File: src/rtl/gradient_palette_lookup_core_macros.svh
// Assertion macros shared by the palette lookup RTL.
`ifndef GRADIENT_PALETTE_LOOKUP_CORE_MACROS_SVH
`define GRADIENT_PALETTE_LOOKUP_CORE_MACROS_SVH

// Same-cycle implication, disabled while in reset.
`define GPL_ASSERT_IMP(label, clk, rst, ante, cons, msg) \
   label: assert property (@(posedge clk) disable iff (rst) (ante) |-> (cons)) \
      else $error(msg);

// Next-cycle implication, disabled while in reset.
`define GPL_ASSERT_NXT(label, clk, rst, ante, cons, msg) \
   label: assert property (@(posedge clk) disable iff (rst) (ante) |=> (cons)) \
      else $error(msg);

`endif

File: src/rtl/gpl_pkg.sv
// Package: constants, types and register codes of the palette lookup.
`default_nettype none

package gpl_pkg;

   localparam int MAX_STOPS  = 8;
   localparam int REG_STOPS  = 8;
   localparam int NUM_PAIRS  = 4;
   localparam int STOP_W     = 32;
   localparam int CNT_REG_W  = 4;
   localparam int CNT_W      = $clog2(MAX_STOPS + 1);
   localparam int NUM_SEGS   = MAX_STOPS - 1;
   localparam int NUM_CHAN   = 3;
   localparam int NUM_STAGES = 5;

   localparam int CH_HUE = 0;
   localparam int CH_SAT = 1;
   localparam int CH_VAL = 2;

   localparam int CSR_IDX_W  = 8;
   localparam int CSR_DATA_W = 64;

   localparam logic [CSR_IDX_W-1:0] REG_STOP_COUNT = CSR_IDX_W'(0);
   localparam logic [CSR_IDX_W-1:0] REG_PAIR_A     = CSR_IDX_W'(1);
   localparam logic [CSR_IDX_W-1:0] REG_PAIR_B     = CSR_IDX_W'(2);
   localparam logic [CSR_IDX_W-1:0] REG_PAIR_C     = CSR_IDX_W'(3);
   localparam logic [CSR_IDX_W-1:0] REG_PAIR_D     = CSR_IDX_W'(4);

   localparam logic [CNT_REG_W-1:0]  STOP_COUNT_RST = CNT_REG_W'(2);
   localparam logic [CSR_DATA_W-1:0] PAIR_A_RST     = 64'hFFFF_FFFF_FFFF_FF00;
   localparam logic [CSR_DATA_W-1:0] PAIR_RST       = '0;

   localparam logic [7:0] CHAN_MAX = 8'd255;
   localparam logic [7:0] CHAN_MIN = 8'd0;

   // One palette stop, position in the low byte.
   typedef struct packed {
      logic [7:0] val;
      logic [7:0] sat;
      logic [7:0] hue;
      logic [7:0] pos;
   } stop_type;

   typedef stop_type [MAX_STOPS-1:0] stop_vec_type;

   typedef logic [NUM_SEGS-1:0] seg_sel_type;

   // Operands of one channel blend, span already made non-negative.
   typedef struct packed {
      logic [7:0]        a;
      logic signed [8:0] diff;
      logic [7:0]        d;
      logic [7:0]        den;
      logic              zero;
   } blend_op_type;

   typedef blend_op_type [NUM_CHAN-1:0] blend_op_vec_type;

   // Per-stage load enables.
   typedef struct packed {
      logic s1;
      logic s2;
      logic s3;
      logic s4;
      logic s5;
   } pipe_en_type;

endpackage

`default_nettype wire

File: src/rtl/gpl_ifs.sv
// Interfaces: request, response and register write channels.
`default_nettype none

interface gpl_req_if
   import gpl_pkg::*;
();
   logic       valid;
   logic       ready;
   logic [7:0] hue_in;

   modport source (output valid, output hue_in, input ready);
   modport sink   (input valid, input hue_in, output ready);
endinterface

interface gpl_rsp_if
   import gpl_pkg::*;
();
   logic       valid;
   logic       ready;
   logic [7:0] out_hue;
   logic [7:0] out_sat;
   logic [7:0] out_val;

   modport source (output valid, output out_hue, output out_sat, output out_val,
                   input ready);
   modport sink   (input valid, input out_hue, input out_sat, input out_val,
                   output ready);
endinterface

interface gpl_csr_if
   import gpl_pkg::*;
();
   logic                  valid;
   logic                  ready;
   logic [CSR_IDX_W-1:0]  index;
   logic [CSR_DATA_W-1:0] data;

   modport source (output valid, output index, output data, input ready);
   modport sink   (input valid, input index, input data, output ready);
endinterface

`default_nettype wire

File: src/rtl/gpl_seg_search.sv
// Stage 1: segment search over the stop positions.
`default_nettype none

module gpl_seg_search
   import gpl_pkg::*;
(
   input  logic                 clock,
   input  pipe_en_type          en,
   input  logic [7:0]           hue_in,
   input  logic [CNT_REG_W-1:0] stop_count,
   input  stop_vec_type         stops,
   output logic [7:0]           hue_ff,
   output seg_sel_type          seg_sel_ff
);

   logic [CNT_W-1:0] count_eff;
   seg_sel_type      hit;
   seg_sel_type      first_hit;
   seg_sel_type      seg_sel_in;
   logic             seen;

   always_comb begin
      priority if (stop_count < CNT_REG_W'(2)) begin
         count_eff = CNT_W'(2);
      end else if (int'(stop_count) > MAX_STOPS) begin
         count_eff = CNT_W'(MAX_STOPS);
      end else begin
         count_eff = CNT_W'(stop_count);
      end
   end

   // first segment whose upper stop sits at or above the index
   always_comb begin
      seen = 1'b0;
      for (int i = 0; i < NUM_SEGS; i++) begin
         hit[i]       = ((i + 1) < int'(count_eff)) && (stops[i + 1].pos >= hue_in);
         first_hit[i] = hit[i] && !seen;
         seen         = seen | hit[i];
      end
      seg_sel_in = seen ? first_hit : seg_sel_type'(1);
   end

   always_ff @(posedge clock) begin
      if (en.s1) begin
         hue_ff     <= hue_in;
         seg_sel_ff <= seg_sel_in;
      end
   end

endmodule

`default_nettype wire

File: src/rtl/gpl_stop_fetch.sv
// Stage 2: stop pair select and blend operand set-up.
`default_nettype none

module gpl_stop_fetch
   import gpl_pkg::*;
(
   input  logic             clock,
   input  pipe_en_type      en,
   input  logic [7:0]       hue,
   input  seg_sel_type      seg_sel,
   input  stop_vec_type     stops,
   output blend_op_vec_type ops_ff
);

   stop_type                      s_lo;
   stop_type                      s_hi;
   logic signed [8:0]             span;
   logic                          neg;
   logic [7:0]                    span_abs;
   logic [7:0]                    hue_off;
   logic [NUM_CHAN-1:0][7:0]      a_v;
   logic [NUM_CHAN-1:0][7:0]      b_v;
   blend_op_vec_type              ops_in;

   always_comb begin
      s_lo = '0;
      s_hi = '0;
      for (int i = 0; i < NUM_SEGS; i++) begin
         if (seg_sel[i]) begin
            s_lo = s_lo | stops[i];
            s_hi = s_hi | stops[i + 1];
         end
      end
   end

   always_comb begin
      span     = $signed({1'b0, s_hi.pos}) - $signed({1'b0, s_lo.pos});
      neg      = span[8];
      span_abs = neg ? 8'(-span) : 8'(span);
      hue_off  = (hue >= s_lo.pos) ? (hue - s_lo.pos) : (s_lo.pos - hue);

      a_v[CH_HUE] = s_lo.hue;
      a_v[CH_SAT] = s_lo.sat;
      a_v[CH_VAL] = s_lo.val;
      b_v[CH_HUE] = s_hi.hue;
      b_v[CH_SAT] = s_hi.sat;
      b_v[CH_VAL] = s_hi.val;

      // a negative span flips the sign of both span and step
      for (int c = 0; c < NUM_CHAN; c++) begin
         ops_in[c].a    = a_v[c];
         ops_in[c].diff = neg ? ($signed({1'b0, a_v[c]}) - $signed({1'b0, b_v[c]}))
                              : ($signed({1'b0, b_v[c]}) - $signed({1'b0, a_v[c]}));
         ops_in[c].d    = hue_off;
         ops_in[c].den  = span_abs;
         ops_in[c].zero = (span_abs == 8'd0);
      end
   end

   always_ff @(posedge clock) begin
      if (en.s2) begin
         ops_ff <= ops_in;
      end
   end

endmodule

`default_nettype wire

File: src/rtl/gpl_chan_blend.sv
// Stages 3 to 5: numerator product, split restoring divide, saturation.
`default_nettype none

module gpl_chan_blend
   import gpl_pkg::*;
(
   input  logic         clock,
   input  pipe_en_type  en,
   input  blend_op_type op,
   output logic [7:0]   result_ff
);

   // stage 3
   logic signed [17:0] prod_base;
   logic signed [17:0] prod_step;
   logic signed [18:0] num_in;
   logic signed [18:0] num_ff;
   logic [7:0]         a3_ff;
   logic [7:0]         den3_ff;
   logic               zero3_ff;

   // stage 4
   logic               sat_lo_in;
   logic               sat_hi_in;
   logic [15:0]        rem_hi;
   logic [15:0]        trial_hi;
   logic [3:0]         q_hi_in;
   logic [11:0]        rem4_ff;
   logic [3:0]         q_hi_ff;
   logic               sat_lo_ff;
   logic               sat_hi_ff;
   logic [7:0]         a4_ff;
   logic [7:0]         den4_ff;
   logic               zero4_ff;

   // stage 5
   logic [11:0]        rem_lo;
   logic [11:0]        trial_lo;
   logic [3:0]         q_lo;
   logic [7:0]         result_in;

   always_comb begin
      prod_base = $signed({1'b0, op.a}) * $signed({1'b0, op.den});
      prod_step = $signed({1'b0, op.d}) * $signed(op.diff);
      num_in    = 19'(prod_base) + 19'(prod_step);
   end

   always_ff @(posedge clock) begin
      if (en.s3) begin
         num_ff   <= num_in;
         a3_ff    <= op.a;
         den3_ff  <= op.den;
         zero3_ff <= op.zero;
      end
   end

   // upper four quotient bits
   always_comb begin
      sat_lo_in = num_ff[18];
      sat_hi_in = !num_ff[18] && (num_ff[17:0] >= {2'b00, den3_ff, 8'h00});
      rem_hi    = num_ff[15:0];
      q_hi_in   = '0;
      trial_hi  = '0;
      for (int k = 3; k >= 0; k--) begin
         trial_hi = 16'(den3_ff) << (k + 4);
         if (rem_hi >= trial_hi) begin
            rem_hi     = rem_hi - trial_hi;
            q_hi_in[k] = 1'b1;
         end
      end
   end

   always_ff @(posedge clock) begin
      if (en.s4) begin
         rem4_ff   <= rem_hi[11:0];
         q_hi_ff   <= q_hi_in;
         sat_lo_ff <= sat_lo_in;
         sat_hi_ff <= sat_hi_in;
         a4_ff     <= a3_ff;
         den4_ff   <= den3_ff;
         zero4_ff  <= zero3_ff;
      end
   end

   // lower four quotient bits, then pick the result
   always_comb begin
      rem_lo   = rem4_ff;
      q_lo     = '0;
      trial_lo = '0;
      for (int k = 3; k >= 0; k--) begin
         trial_lo = 12'(den4_ff) << k;
         if (rem_lo >= trial_lo) begin
            rem_lo  = rem_lo - trial_lo;
            q_lo[k] = 1'b1;
         end
      end
      priority if (zero4_ff) begin
         result_in = a4_ff;
      end else if (sat_lo_ff) begin
         result_in = CHAN_MIN;
      end else if (sat_hi_ff) begin
         result_in = CHAN_MAX;
      end else begin
         result_in = {q_hi_ff, q_lo};
      end
   end

   always_ff @(posedge clock) begin
      if (en.s5) begin
         result_ff <= result_in;
      end
   end

endmodule

`default_nettype wire

File: src/rtl/gradient_palette_lookup_core.sv
// Top level: palette registers, pipeline control and lookup stages.
// Each accepted item passes through every stage in turn; the last stage drives the response channel.
// Throughput: one item per cycle; a stalled response holds each full stage whose
// successors are all full, and empty stages keep filling so bubbles close up.
// Reset: synchronous, active high; clears all stage valid bits and restores
// the palette to two stops, position 0 to 255, every channel 255 at both.
`default_nettype none
`include "gradient_palette_lookup_core_macros.svh"

module gradient_palette_lookup_core
   import gpl_pkg::*;
(
   input  logic         clock,
   input  logic         reset,
   gpl_req_if.sink      req_chan,
   gpl_rsp_if.source    rsp_chan,
   gpl_csr_if.sink      csr_chan
);

   // Palette registers
   logic [CNT_REG_W-1:0]                  stop_count_ff;
   logic [CNT_REG_W-1:0]                  stop_count_in;
   logic [NUM_PAIRS-1:0][CSR_DATA_W-1:0]  pairs_ff;
   logic [NUM_PAIRS-1:0][CSR_DATA_W-1:0]  pairs_in;
   stop_vec_type                          stops;

   // Pipeline control: one valid bit per stage, stage 5 is the response
   logic [NUM_STAGES-1:0]                 valid_ff;
   logic [NUM_STAGES-1:0]                 valid_in;
   pipe_en_type                           en;

   // Datapath between stages
   logic [7:0]                            hue1;
   seg_sel_type                           seg_sel1;
   blend_op_vec_type                      ops2;
   logic [NUM_CHAN-1:0][7:0]              chan_res;

   // Register writes are always taken; software writes only while idle, which the block does not enforce.
   assign csr_chan.ready = 1'b1;

   always_comb begin
      stop_count_in = stop_count_ff;
      pairs_in      = pairs_ff;
      if (csr_chan.valid && csr_chan.ready) begin
         unique case (csr_chan.index)
            REG_STOP_COUNT: stop_count_in = csr_chan.data[CNT_REG_W-1:0];
            REG_PAIR_A:     pairs_in[0]   = csr_chan.data;
            REG_PAIR_B:     pairs_in[1]   = csr_chan.data;
            REG_PAIR_C:     pairs_in[2]   = csr_chan.data;
            REG_PAIR_D:     pairs_in[3]   = csr_chan.data;
            default: begin
               // unmapped index: drop the write
            end
         endcase
      end
   end

   always_ff @(posedge clock) begin
      if (reset) begin
         stop_count_ff <= STOP_COUNT_RST;
         pairs_ff[0]   <= PAIR_A_RST;
         pairs_ff[1]   <= PAIR_RST;
         pairs_ff[2]   <= PAIR_RST;
         pairs_ff[3]   <= PAIR_RST;
      end else begin
         stop_count_ff <= stop_count_in;
         pairs_ff      <= pairs_in;
      end
   end

   // Unpack the stop registers; stops with no register read as zero.
   for (genvar k = 0; k < MAX_STOPS; k++) begin : g_stop
      if (k < REG_STOPS) begin : g_reg
         assign stops[k] = stop_type'(pairs_ff[k >> 1][(k & 1) * STOP_W +: STOP_W]);
      end else begin : g_none
         assign stops[k] = '0;
      end
   end

   // A stage loads when it is empty or its successor is loading.
   always_comb begin
      en.s5 = !valid_ff[4] || rsp_chan.ready;
      en.s4 = !valid_ff[3] || en.s5;
      en.s3 = !valid_ff[2] || en.s4;
      en.s2 = !valid_ff[1] || en.s3;
      en.s1 = !valid_ff[0] || en.s2;
   end

   assign req_chan.ready = en.s1;

   // Advance valid bits with the data; hold them where the stage is stalled.
   always_comb begin
      valid_in[0] = en.s1 ? req_chan.valid : valid_ff[0];
      valid_in[1] = en.s2 ? valid_ff[0]    : valid_ff[1];
      valid_in[2] = en.s3 ? valid_ff[1]    : valid_ff[2];
      valid_in[3] = en.s4 ? valid_ff[2]    : valid_ff[3];
      valid_in[4] = en.s5 ? valid_ff[3]    : valid_ff[4];
   end

   always_ff @(posedge clock) begin
      if (reset) begin
         valid_ff <= '0;
      end else begin
         valid_ff <= valid_in;
      end
   end

   // Stage 1: find the segment
   gpl_seg_search u_seg_search (
      .clock      (clock),
      .en         (en),
      .hue_in     (req_chan.hue_in),
      .stop_count (stop_count_ff),
      .stops      (stops),
      .hue_ff     (hue1),
      .seg_sel_ff (seg_sel1)
   );

   // Stage 2: pick the two stops and set up blend operands
   gpl_stop_fetch u_stop_fetch (
      .clock   (clock),
      .en      (en),
      .hue     (hue1),
      .seg_sel (seg_sel1),
      .stops   (stops),
      .ops_ff  (ops2)
   );

   // Stages 3 to 5: one blend lane per colour channel
   for (genvar c = 0; c < NUM_CHAN; c++) begin : g_chan
      gpl_chan_blend u_chan_blend (
         .clock     (clock),
         .en        (en),
         .op        (ops2[c]),
         .result_ff (chan_res[c])
      );
   end

   // Stage 5 registers are the response register.
   assign rsp_chan.valid   = valid_ff[4];
   assign rsp_chan.out_hue = chan_res[CH_HUE];
   assign rsp_chan.out_sat = chan_res[CH_SAT];
   assign rsp_chan.out_val = chan_res[CH_VAL];

   // Checks
   `GPL_ASSERT_NXT(a_accept_enters, clock, reset, req_chan.valid && req_chan.ready,
                   valid_ff[0], "accepted item did not enter stage 1")
   `GPL_ASSERT_IMP(a_full_blocks, clock, reset, (&valid_ff) && !rsp_chan.ready,
                   !req_chan.ready, "full pipeline accepted an item under stall")
   `GPL_ASSERT_IMP(a_seg_onehot, clock, reset, valid_ff[0], $onehot(seg_sel1),
                   "segment select not one-hot")

endmodule

`default_nettype wire

File: src/flat_wrapper.sv
// flat-port wrapper written by rule: the top's interface ports become plain ports
module gradient_palette_lookup_core_flat import gpl_pkg::*;
  (clock, reset, req_chan_valid, req_chan_hue_in, req_chan_ready, rsp_chan_valid, rsp_chan_out_hue, rsp_chan_out_sat, rsp_chan_out_val, rsp_chan_ready, csr_chan_valid, csr_chan_index, csr_chan_data, csr_chan_ready);
  gpl_req_if req_chan_i ();
  gpl_rsp_if rsp_chan_i ();
  gpl_csr_if csr_chan_i ();
  input  logic clock;
  input  logic reset;
  input wire logic [$bits(req_chan_i.valid)-1:0] req_chan_valid;
  input wire logic [$bits(req_chan_i.hue_in)-1:0] req_chan_hue_in;
  output wire logic [$bits(req_chan_i.ready)-1:0] req_chan_ready;
  output wire logic [$bits(rsp_chan_i.valid)-1:0] rsp_chan_valid;
  output wire logic [$bits(rsp_chan_i.out_hue)-1:0] rsp_chan_out_hue;
  output wire logic [$bits(rsp_chan_i.out_sat)-1:0] rsp_chan_out_sat;
  output wire logic [$bits(rsp_chan_i.out_val)-1:0] rsp_chan_out_val;
  input wire logic [$bits(rsp_chan_i.ready)-1:0] rsp_chan_ready;
  input wire logic [$bits(csr_chan_i.valid)-1:0] csr_chan_valid;
  input wire logic [$bits(csr_chan_i.index)-1:0] csr_chan_index;
  input wire logic [$bits(csr_chan_i.data)-1:0] csr_chan_data;
  output wire logic [$bits(csr_chan_i.ready)-1:0] csr_chan_ready;
  assign req_chan_i.valid = req_chan_valid;
  assign req_chan_i.hue_in = req_chan_hue_in;
  assign req_chan_ready = req_chan_i.ready;
  assign rsp_chan_valid = rsp_chan_i.valid;
  assign rsp_chan_out_hue = rsp_chan_i.out_hue;
  assign rsp_chan_out_sat = rsp_chan_i.out_sat;
  assign rsp_chan_out_val = rsp_chan_i.out_val;
  assign rsp_chan_i.ready = rsp_chan_ready;
  assign csr_chan_i.valid = csr_chan_valid;
  assign csr_chan_i.index = csr_chan_index;
  assign csr_chan_i.data = csr_chan_data;
  assign csr_chan_ready = csr_chan_i.ready;
  gradient_palette_lookup_core u_core (.clock(clock), .reset(reset), .req_chan(req_chan_i), .rsp_chan(rsp_chan_i), .csr_chan(csr_chan_i));
endmodule
File: config.mk
export PLATFORM = sky130hd
export DESIGN_NAME = gradient_palette_lookup_core_flat
export DESIGN_NICKNAME = d
export VERILOG_FILES = /design/src/rtl/gpl_pkg.sv /design/src/rtl/gpl_ifs.sv /design/src/rtl/gpl_seg_search.sv /design/src/rtl/gpl_stop_fetch.sv /design/src/rtl/gpl_chan_blend.sv /design/src/rtl/gradient_palette_lookup_core.sv /design/src/flat_wrapper.sv
export VERILOG_INCLUDE_DIRS = /design/src /design/src/rtl
export SDC_FILE = /design/constraint.sdc
export NUM_CORES = 2
export LEC_CHECK = 0
export BUFFER_PORTS_ARGS = -buffer_cell sky130_fd_sc_hd__buf_4
export CORE_UTILIZATION = 30
export CTS_CLUSTER_SIZE = 10
export DETAILED_ROUTE_END_ITERATION = 6
export PLACE_DENSITY = 0.48
export SETUP_SLACK_MARGIN = 0.02
export SKIP_LAST_GASP = 1
export SLEW_MARGIN = 5
export SYNTH_ARGS = -nofsm -noshare
export SYNTH_HDL_FRONTEND = slang
export SYNTH_SLANG_ARGS = --single-unit
File: constraint.sdc
create_clock -name clock -period 10.2 [get_ports clock]
set_clock_uncertainty 0.15 [all_clocks]
set_input_delay 2.04 -clock clock [delete_from_list [all_inputs] [get_ports clock]]
set_output_delay 2.04 -clock clock [all_outputs]
set_load 0.01 [all_outputs]
==> metrics <==
post-route minimum period=9.65 ns; Die Area=0.167 mm2; Initial Util=30.3%; ys flop type=edfxtp_1; Hold Fails Final Rpt=0; failing checks=design-rule violations; unique cell type count in the Yosys netlist=83; clock sinks=549; Yosys top cell area share=17.2%; syn nets=6506; CP startpoint kind=flip-flop; Final setup violation count=0; Reg clk slew, reported paths=0.05 ns; Syn Inst Count=5486; nets=6566; starting DRC count in detailed routing=2512; met1 Track Usage GR=23.1%; critical path's slowest cell=fa_1; Tightest Pin Transition=1.12 ns; drt via density=4.92; Max-Cap Viols=0; area of the mapped netlist=0.0496 mm2; initial antenna violation count=5; Synth Warn #=0; CP arrival=9.91 ns; Worst EP required=10.45 ns; largest net degree at the start of global routing=107; post-synthesis cell type with the largest combined area=edfxtp_1; detailed-router iteration count before antenna repair=7; PnR worst setup slack=0.547 ns; status=finished, violations left; num ports=112; Rows=148; class of the worst hold path=flip-flop to flip-flop; Antenna Nets Post-Route=0; share of cells above drive strength 1=7.19%; DP HPWL=99600 um; met3 usage=2.37%; Max FO, Critical Path=15; area grow syn2layout=11.5%; I/O Buffers=110; setup TNS=0 ns; CP Capture Type=flip-flop; RePlAce Congestion=0.843; clk buf depth=3; GR Util All Layers=16.3%; Seq cells post-synth=549; EDFF count, synth=284; DR vias=38200; # fillers=16900; count of pins over their slew limit=0; asr flop ratio synth=0%; Clock Tree Root=clkbuf_16; Total Wirelength=137000 um; WL/cell=17.6 um; Cell Area, Placed=0.0529 mm2; maximum level of the CTS H-tree=3; Seq/Total Area, Yosys=27.9%; CTS tree=built; Num CTS Buffers=73; global-route wire length before repair=217000 um; dpl ws=0.206 ns; largest stage delay on the critical path=0.50 ns; Avg Inst Size Synth=9.03 um2; DRC Markers=9; core footprint=0.163 mm2; largest cells by area after synthesis=edfxtp_1 17%, ha_1 16%, fa_1 12%; vias in the first global route=38000; WS Path Type=flip-flop to flip-flop; maximum clock frequency=0.104 GHz; Die Height=408 um; Skew-Pair Late Insertion Delay=0.68 ns; RSZ-0062 raised after global routing=false; gr busiest metal=met2; grt ovf=0; fin crit share=94.6%; relative slew slack=25.4%; met2 Resource Use GR=25.8%; post-route cell area=0.0552 mm2; die width=408 um
area by class of cell:
class / instances / area, um2 / share of cell area (%)
antenna: 1 / 2.50 / 0.00453
clock buffer: 98 / 1980 / 3.59
clock inverter: 22 / 246 / 0.446
inverter: 594 / 2230 / 4.04
multi-input combinational: 4137 / 32800 / 59.4
sequential: 549 / 13800 / 25.0
tap: 2175 / 2720 / 4.93
timing repair buffer: 191 / 1440 / 2.60
worst max-delay path, delay by kind of cell (launching register included):
family,cells,cell delay [ns]
buffers and inverters,2,0.43
multiplexers,3,1.13
AO/OA/AOI/OAI,16,3.48
AND/OR/NAND/NOR,12,2.21
adder cells (fa/ha/maj),4,1.49
flip-flops,1,0.49
path summary, 6_finish.rpt:
| path | startpoint | end | slack (ns) | cells past startpoint |
|---|---|---|---|---|
| worst min register to register | u_core.g_chan[1].u_chan_blend.a3_ff[2] | u_core.g_chan[1].u_chan_blend.a4_ff[2] | 0.26 | 0 |
| worst max-delay path | u_core.g_chan[0].u_chan_blend.den3_ff[1] | u_core.g_chan[2].u_chan_blend.rem4_ff[11] | 0.55 | 37 |
| worst max register to register | u_core.g_chan[0].u_chan_blend.den3_ff[1] | u_core.g_chan[2].u_chan_blend.rem4_ff[11] | 0.55 | 37 |
| worst min-delay path | u_core.g_chan[1].u_chan_blend.a3_ff[2] | u_core.g_chan[1].u_chan_blend.a4_ff[2] | 0.26 | 0 |
cell usage after synthesis (90+ instances only):
master	n
fa_1	306
edfxtp_1	284
inv_1	590
and2_1	197
nand2_1	849
xnor2_1	146
a21o_1	90
nor2_1	227
o21ai_0	164
ha_1	629
a21oi_1	424
dfxtp_1	265
a22oi_1	131
clkbuf_1	181
repair_timing:
action / in CTS / in global routing
endpoints found under the setup margin: 0 / 28
hold buffers: 0 / 0
gates resized for setup: 0 / 12
setup buffers: 0 / 6
cells in the final DEF (no fill, tap or decap), types with 71 or more instances in the layout:
cell type,count
inv_1,589
buf_4,190
edfxtp_1,284
a21oi_1,423
nor2_1,223
o21ai_0,163
nand2_1,845
and2_1,197
a22oi_1,131
a21o_1,90
xnor2_1,146
dfxtp_1,265
and3_1,74
ha_1,629
clkbuf_16,73
xor2_1,71
fa_1,306
nand2b_1,75
through the flow:
| step | hold slack [ns] | instances | utilization [%] |
|---|---|---|---|
| 2_1_floorplan | 0.250 | 5486 | - |
| 3_3_place_gp | 0.251 | 7640 | 32.4 |
| 3_5_place_dp | 0.255 | 7640 | 32.4 |
| 4_1_cts | 0.260 | 7760 | 33.8 |
| 5_1_grt | 0.272 | 7766 | 33.8 |
| 6_report | 0.259 | 7767 | 33.8 |
registers in the layout (all words and copies together) (netlist names), 8 cells and up:
| register | cells |
|---|---|
| u_core.g_chan.u_chan_blend.a4_ff | 24 |
| u_core.pairs_ff | 256 |
| u_core.u_seg_search.hue_ff | 8 |
| u_core.g_chan.u_chan_blend.a3_ff | 24 |
| u_core.g_chan.u_chan_blend.q_hi_ff | 12 |
| u_core.g_chan.u_chan_blend.result_ff | 24 |
| u_core.g_chan.u_chan_blend.num_ff | 57 |
| u_core.g_chan.u_chan_blend.den4_ff | 8 |
| u_core.u_stop_fetch.ops_ff | 68 |
| u_core.g_chan.u_chan_blend.rem4_ff | 36 |
| u_core.g_chan.u_chan_blend.den3_ff | 8 |
cells by family (layout without fill, tap and decap cells):
group | Yosys count | count (layout) | synth area share [%]
AO/OA/AOI/OAI | 1121 | 1121 | 14.6
flip-flops | 549 | 549 | 27.9
adder cells (fa/ha/maj) | 935 | 935 | 28.2
XOR/XNOR | 217 | 217 | 3.84
multiplexers | 122 | 122 | 2.65
AND/OR/NAND/NOR | 1741 | 1741 | 16.7
other | 1 | 2 | 0.00757
buffers and inverters | 800 | 905 | 6.10
metal layers:
metal	vias to the layer above	share of wire, %
li1	19000	-
met1	18300	49
met2	742	44
met3	164	4.6
met4	6	2.1
met5	-	0.039
Power is not shown: default switching activity piles up to over one toggle a cycle in this logic, so the estimate is an artifact.
